--- config.mk ---
export PLATFORM = sky130hd
export DESIGN_NAME = ogs_coef_ram
export DESIGN_NICKNAME = d
export VERILOG_FILES = /design/src/hdl/ogs_pkg.sv /design/src/hdl/ogs_coef_ram.sv
export SDC_FILE = /design/constraint.sdc
export NUM_CORES = 2
export LEC_CHECK = 0
export BUFFER_PORTS_ARGS = -buffer_cell sky130_fd_sc_hd__clkbuf_2
export CORE_MARGIN = 4
export CORE_UTILIZATION = 50
export CTS_CLUSTER_DIAMETER = 200
export DETAILED_ROUTE_END_ITERATION = 6
export PLACE_DENSITY = 0.65
export SLEW_MARGIN = 40
export SYNTH_ARGS = -nofsm -noshare
export SYNTH_HDL_FRONTEND = slang
export SYNTH_SLANG_ARGS = --single-unit
--- constraint.sdc ---
create_clock -name clk_i -period 3 [get_ports clk_i]
set_input_delay 0 -clock clk_i [delete_from_list [all_inputs] [get_ports clk_i]]
set_output_delay 0 -clock clk_i [all_outputs]
set_load 0.01 [all_outputs]
--- src/hdl/ogs_pkg.sv ---
// Shared types and constants of the optical gain smoother.
`default_nettype none

package ogs_pkg;

  localparam int VALUE_W = 24;
  localparam int COEF_W  = 24;
  localparam int INDEX_W = 7;
  localparam int CMD_W   = 2;

  localparam int DECIBEL_STEPS_DEF = 37;
  localparam int STEPS_PER_DB_DEF  = 2;

  localparam logic [COEF_W-1:0] HIST_COEF_RESET = 24'd8388568;
  localparam logic [COEF_W-1:0] COEF_ONE        = 24'd8388608;
  localparam logic [COEF_W-1:0] HIST_FRACTION   = 24'd9830;

  localparam int SHIFT_POLE = 23;
  localparam int SHIFT_FRAC = 16;
  localparam int HIST_FRAC_BITS = 24;

  // multiplier operand and accumulator widths
  localparam int MUL_A_W = COEF_W;
  localparam int MUL_B_W = 33;
  localparam int ACC_W   = 35;
  localparam int PROD_W  = MUL_A_W + 1 + MUL_B_W;

  typedef enum logic [CMD_W-1:0] {
    CMD_PROCESS    = 2'd0,
    CMD_RESET      = 2'd1,
    CMD_WR_ATTACK  = 2'd2,
    CMD_WR_RELEASE = 2'd3
  } cmd_e;

  typedef struct packed {
    logic                      valid;
    logic [MUL_A_W-1:0]        a;
    logic signed [MUL_B_W-1:0] b;
    logic signed [ACC_W-1:0]   addend;
    logic                      frac;
  } mac_req_t;

  typedef struct packed {
    logic                    done;
    logic signed [ACC_W-1:0] res;
  } mac_rsp_t;

endpackage

`default_nettype wire

--- src/hdl/ogs_coef_ram.sv ---
// Attack and release coefficient tables with a registered read port.
`default_nettype none

module ogs_coef_ram #(
  parameter int DEPTH = ogs_pkg::DECIBEL_STEPS_DEF * ogs_pkg::STEPS_PER_DB_DEF,
  parameter int AW    = $clog2(DEPTH)
) (
  input  wire logic                        clk_i,
  input  wire logic                        we_i,
  input  wire logic                        wsel_attack_i,
  input  wire logic [AW-1:0]               waddr_i,
  input  wire logic [ogs_pkg::COEF_W-1:0]  wdata_i,
  input  wire logic                        re_i,
  input  wire logic                        rsel_attack_i,
  input  wire logic [AW-1:0]               raddr_i,
  output logic [ogs_pkg::COEF_W-1:0]       rdata_o
);
  import ogs_pkg::*;

  logic [COEF_W-1:0] attack_mem  [DEPTH];
  logic [COEF_W-1:0] release_mem [DEPTH];
  logic [COEF_W-1:0] rdata_q;

  always_ff @(posedge clk_i) begin
    if (we_i && wsel_attack_i) begin
      attack_mem[waddr_i] <= wdata_i;
    end
    if (we_i && !wsel_attack_i) begin
      release_mem[waddr_i] <= wdata_i;
    end
  end

  always_ff @(posedge clk_i) begin
    if (re_i) begin
      rdata_q <= rsel_attack_i ? attack_mem[raddr_i] : release_mem[raddr_i];
    end
  end

  assign rdata_o = rdata_q;

endmodule

`default_nettype wire

# ---- Word-level counts from Yosys, hierarchy flattened
# Memories as Yosys holds them, arrays and structs flattened.
# Cells that the tools add are included.
dict set report totals {
  ramBits 3552
  ff_bits 24
  n_memories 2
}
# name depth word_bits read_ports rd_ports_with_merged_regs write_ports line
set mem_list {}
lappend mem_list {attack_mem 74 24 1 0 1 ogs_coef_ram.sv:20} ;# logic [COEF_W-1:0] attack_mem [DEPTH];
lappend mem_list {release_mem 74 24 1 0 1 ogs_coef_ram.sv:21} ;# logic [COEF_W-1:0] release_mem [DEPTH];
dict set report op_classes {
  n_mux 5
  n_reduce_logical 3
}
# cell n
set op_table {}
lappend op_table {{$mux 24} 1}
lappend op_table {{$mux 1} 4}
lappend op_table {{$logic_and 1x1->1} 2}
lappend op_table {{$logic_not 1->1} 1}

# ---- Logic depth before layout (Yosys ltp)
dict set report logic_depth {
  ltp_word 4
  mapped_depth 13
}

# ---- Worst setup path after synthesis
# Ideal clock, no wire load.
dict set report synth_path {
  kind {input port to flip-flop}
  from {input port raddr_i[1]}
  to {register rdata_q[0] (netlist: rdata_o[0]) (data pin)}
  required_time_ns 2.741
  path_slack_ns 0.614
  n_path_buf 4
  setup_ns 0.259
  cell_stages 9
  t_arrival_ns 2.127
  path_cell_list {clkbuf_1 buf_2 buf_2 buf_1 mux4_2 mux4_2 a32oi_1 a21oi_1 a211o_1}
}
dict set report synth_via {
  elab_chain_len 2
  word_cells_on_any_way 3
  classes_between {mux: 1; memory: 2}
}
# item line
set synth_lines {}
lappend synth_lines {{start: declaration} ogs_coef_ram.sv:15} ;# input wire logic [AW-1:0] raddr_i,
lappend synth_lines {{$mem_v2 74x24 (on tied branches)} n/a}
lappend synth_lines {{$mux 24 (*)} ogs_coef_ram.sv:35} ;# rdata_q <= rsel_attack_i ? attack_mem[raddr_i] : release_mem[raddr_i];
lappend synth_lines {{end signal: assignment} ogs_coef_ram.sv:35}
lappend synth_lines {{end: declaration} ogs_coef_ram.sv:22} ;# logic [COEF_W-1:0] rdata_q;
# Mark *: on every way between the ends. The rest lies on a longest branch, timed or not.
# A chain may end at the register's enable or synchronous reset.

# ---- Worst setup path after layout
dict set report layout_path {
  from {memory release_mem[49][23]}
  to {register rdata_q[23] (netlist: rdata_o[23]) (data pin)}
}
dict set report layout_via {
  elab_chain_len 2
}
# item line
set layout_lines {}
lappend layout_lines {{start: declaration} ogs_coef_ram.sv:21}
lappend layout_lines {{$mem_v2 74x24} n/a}
lappend layout_lines {{$mux 24} ogs_coef_ram.sv:35}
# Every way passes these cells.

==> results.md <==
* Fill count at 18900
* Cell types occupying the most area after synthesis: sky130_fd_sc_hd__edfxtp_1 (78%), sky130_fd_sc_hd__mux4_2 (16%), sky130_fd_sc_hd__mux2i_1 (1.2%), sky130_fd_sc_hd__nor2_1 (0.50%), sky130_fd_sc_hd__buf_2 (0.48%)
* Final global-route overflow total at 0
* Number of synthesized flops with an enable pin at 3576
* Final setup skew at 0.0571 ns
* Max incr delay on CP at 0.58 ns
* Shortest clock period the worst path allows after layout at 2.90 ns
* Total number of vias at 67400
* Cell taking the most area after synthesis: sky130_fd_sc_hd__edfxtp_1
* Wire length of the first global-routing pass at 529 mm
* Number of nets in the synthesized netlist at 5791
* Overall power consumption at 104000 uW
* Maximum vdd drop at 450 uV
* Timing endpoint of the critical path: rdata_o[23]
* Clock buffer count from CTS at 358
* Leak Pwr at 0.0499 uW
* Max-cap check violation count at 0
* CTS tree: done
* Level count of the clock H-tree at 5
* Proportion of layout cells with a drive suffix above 1 at 34.3%
* Fraction of post-synthesis cell area in the top cell type by area at 78.4%
* Pin count of the biggest net entering global routing at 149
* Required time of the worst setup path at 3.62 ns
* Netlist area before placement at 0.137 mm2
* Area grow syn2layout at 15.6%
* Most common flop cell mapped by yosys: sky130_fd_sc_hd__edfxtp_1
* GPL Wtd Cong at 0.863
* Boundary pin count at 67
* Final wirelength at 377 mm
* Worst R2R Setup Slack at 0.1 ns
* Number of buffers added for setup after CTS at 0
* Maximum net fanout on the critical path at 1
* Length in cells of the worst reg-to-reg path at 6
* Transition at the pin with the smallest max-transition slack at 0.928 ns
* Initial antenna violation count at 26
* Slowest library cell on the worst path: sky130_fd_sc_hd__or4_1
* Power per standard cell area at 658 mW/mm2
* Critical path cell sequence: mux4_2 > mux4_2 > a22oi_1 > buf_4 > a21oi_1 > or4_1
* Detailed-route wire length per cell at 36.5 um
* Final critical-path share of the clock period at 96.7%
* RSZ-0062 raised after global routing: no
* Number of unique standard cell types used by synthesis at 53
* Status: completed
* R2r startpoint: release_mem[49][23]
* Async S/R FF share, synth at 0%
* Ys Warns at 0
* Overall Global Routing Usage at 26.6%
* Capturing point of the worst reg2reg path: rdata_o[23]
* Critical path capture point type: flop
* Setup ws final at 0.0978 ns
* Number of placement rows at 191
* Starting DRC count in detailed routing at 9831
* Syn_area_per_cell at 23.8 um2
* Category of the worst setup path launch point: flop
* Number of port buffers at 66
* Maximum number of buffers from clock root to sink at 4
* Commonest non-fill, non-tap cell in the layout: sky130_fd_sc_hd__edfxtp_1
* Count of mapped cells out of synthesis at 5748
* Detailed-route vias per instance at 6.52
* Kind of critical path: reg -> reg
* Floorplan core area at 0.272 mm2
* Die height at 531 um
* Sequential fraction of the synthesis area at 78.4%
* Clock input transition at the sequential cells of the worst setup and hold paths at 0.06 ns
* Worst setup path startpoint: release_mem[49][23]
* Most used cell, CP: sky130_fd_sc_hd__mux4_2
* Number of antenna-violating nets in the routed design at 0
* Clock network latency to the later pin of the worst-skew pair at 0.90 ns
* Hpwl dp at 223 mm
* Number of cells upsized or downsized after cts at 0
* Initial core utilization at 50.4%
* Class of the most critical hold timing path: in -> reg
* Final hold vios at 0
* Number of nets in the final layout at 6513
* Setup violation total in the final timing report at 0
* Normalized max-slew margin at 38.1%
* Hold Path Cell Cnt at 4
* Via count of the first global-routing pass at 67200
* FF+latch count, synth at 3576
* Worst slack at placement at -0.238 ns
* Post-route setup TNS at 0 ns
* Highest-count cells in the layout ignoring fill and taps: sky130_fd_sc_hd__edfxtp_1 (3576), sky130_fd_sc_hd__mux4_2 (985), sky130_fd_sc_hd__buf_4 (480)
* Die area at 0.282 mm2
* Number of clock sinks at 3576
* Clock Root Buffer: sky130_fd_sc_hd__clkbuf_16
* Data arrival time of the worst path at 3.52 ns
* Width of the die at 531 um
* Number of DRC violations after detailed routing at 0
* Highest attainable clock frequency at 345 MHz
* Number of search-and-repair iterations in the first detailed-routing pass at 5
* Final Slew Violations at 0
## critical path: cells and delay by family (launching register included)
kind / cells / cell delay, ns
AND/OR/NAND/NOR: 1 / 0.58
AO/OA/AOI/OAI: 2 / 0.52
buffers and inverters: 1 / 0.19
multiplexers: 2 / 0.95
flip-flops: 1 / 0.40
## synthesized netlist by cell type, types with 3 or more instances
library cell	number
sky130_fd_sc_hd__mux2i_1	167
sky130_fd_sc_hd__a31oi_1	12
sky130_fd_sc_hd__a32oi_1	11
sky130_fd_sc_hd__nor2b_1	31
sky130_fd_sc_hd__o22ai_1	26
sky130_fd_sc_hd__nand3_1	32
sky130_fd_sc_hd__nand2b_1	12
sky130_fd_sc_hd__nand2_1	139
sky130_fd_sc_hd__a211o_1	4
sky130_fd_sc_hd__nor4_1	4
sky130_fd_sc_hd__a22o_1	7
sky130_fd_sc_hd__a221oi_1	14
sky130_fd_sc_hd__buf_4	30
sky130_fd_sc_hd__edfxtp_1	3576
sky130_fd_sc_hd__a211oi_1	24
sky130_fd_sc_hd__a21boi_0	3
sky130_fd_sc_hd__o211ai_1	23
sky130_fd_sc_hd__and3_1	3
sky130_fd_sc_hd__nor3_1	9
sky130_fd_sc_hd__o221ai_1	20
sky130_fd_sc_hd__mux2_2	27
sky130_fd_sc_hd__a32o_1	4
sky130_fd_sc_hd__o2111ai_1	3
sky130_fd_sc_hd__a22oi_1	29
sky130_fd_sc_hd__clkbuf_1	80
sky130_fd_sc_hd__nor2_1	182
sky130_fd_sc_hd__o21ai_0	18
sky130_fd_sc_hd__buf_1	32
sky130_fd_sc_hd__a21oi_1	29
sky130_fd_sc_hd__buf_6	42
sky130_fd_sc_hd__or2_2	4
sky130_fd_sc_hd__nand4_1	6
sky130_fd_sc_hd__buf_2	131
sky130_fd_sc_hd__and2_1	3
sky130_fd_sc_hd__a2111oi_0	3
sky130_fd_sc_hd__mux4_2	985
## state kept, by name, indices dropped and copies added (netlist names)
register / count
attack_mem: 1776
release_mem: 1776
rdata_o: 24
## stage by stage
step	hold WS (ns)	area (um2)	cells	util, %
after CTS	0.00758	158000	10300	58.2
final	0.0560	158000	10300	58.3
after global placement	0.432	147000	9644	54.0
after floorplan	0.0989	137000	5748	-
after global routing	0.0505	158000	10300	58.3
after detailed placement	0.449	147000	9645	54.0
## cell families (layout without fill, tap and decap cells)
group | Yosys count | after routing | share of synthesized area [%]
flip-flops | 3576 | 3576 | 78.4
multiplexers | 1179 | 1179 | 17.6
AND/OR/NAND/NOR | 431 | 431 | 1.35
buffers and inverters | 319 | 1324 | 1.31
AO/OA/AOI/OAI | 243 | 243 | 1.29
other | 0 | 10 | 0
## worst min path at each step
| stage | from | end | slack, ns |
|---|---|---|---|
| finish | waddr_i[2] | release_mem[47][17] | 0.06 |
| global route | wdata_i[9] | attack_mem[27][9] | 0.05 |
| CTS | waddr_i[2] | release_mem[47][16] | 0.008 |
| detailed placement | wdata_i[18] | attack_mem[44][18] | 0.45 |
| global placement | wdata_i[18] | attack_mem[46][18] | 0.43 |
| floorplan | wdata_i[0] | attack_mem[0][0] | 0.1 |
## layer usage
layer | GRT usage (%) | share of wire (%) | wire [um]
met5 | 0 | 0.022 | 83
met4 | 8.56 | 3.4 | 12900
met3 | 6.26 | 11 | 43100
met2 | 41.0 | 47 | 178000
met1 | 37.9 | 38 | 142000
## power breakdown
group          internal (uW)  switching (uW)  total [uW]
Clock                  24700           18600       43300
Combinational           2230            3430        5660
Sequential             55100            87.8       55200
## layout make-up
| type | instances | area (um2) | share of cell area, % |
|---|---|---|---|
| Antenna cell | 10 | 25.0 | 0.0158 |
| Clock buffer | 434 | 9370 | 5.92 |
| Clock inverter | 209 | 1850 | 1.17 |
| Inverter | 3 | 18.8 | 0.0119 |
| Multi-Input combinational cell | 1853 | 28600 | 18.1 |
| Sequential cell | 3576 | 107000 | 67.8 |
| Tap cell | 3570 | 4470 | 2.82 |
| Timing Repair Buffer | 678 | 6620 | 4.18 |
## repair_timing
action                      CTS  global route
setup endpoints to repair     0             0
hold endpoints to repair   2990             0
hold buffers                 32             0
Note: power is estimated with default switching activity, not from simulation.
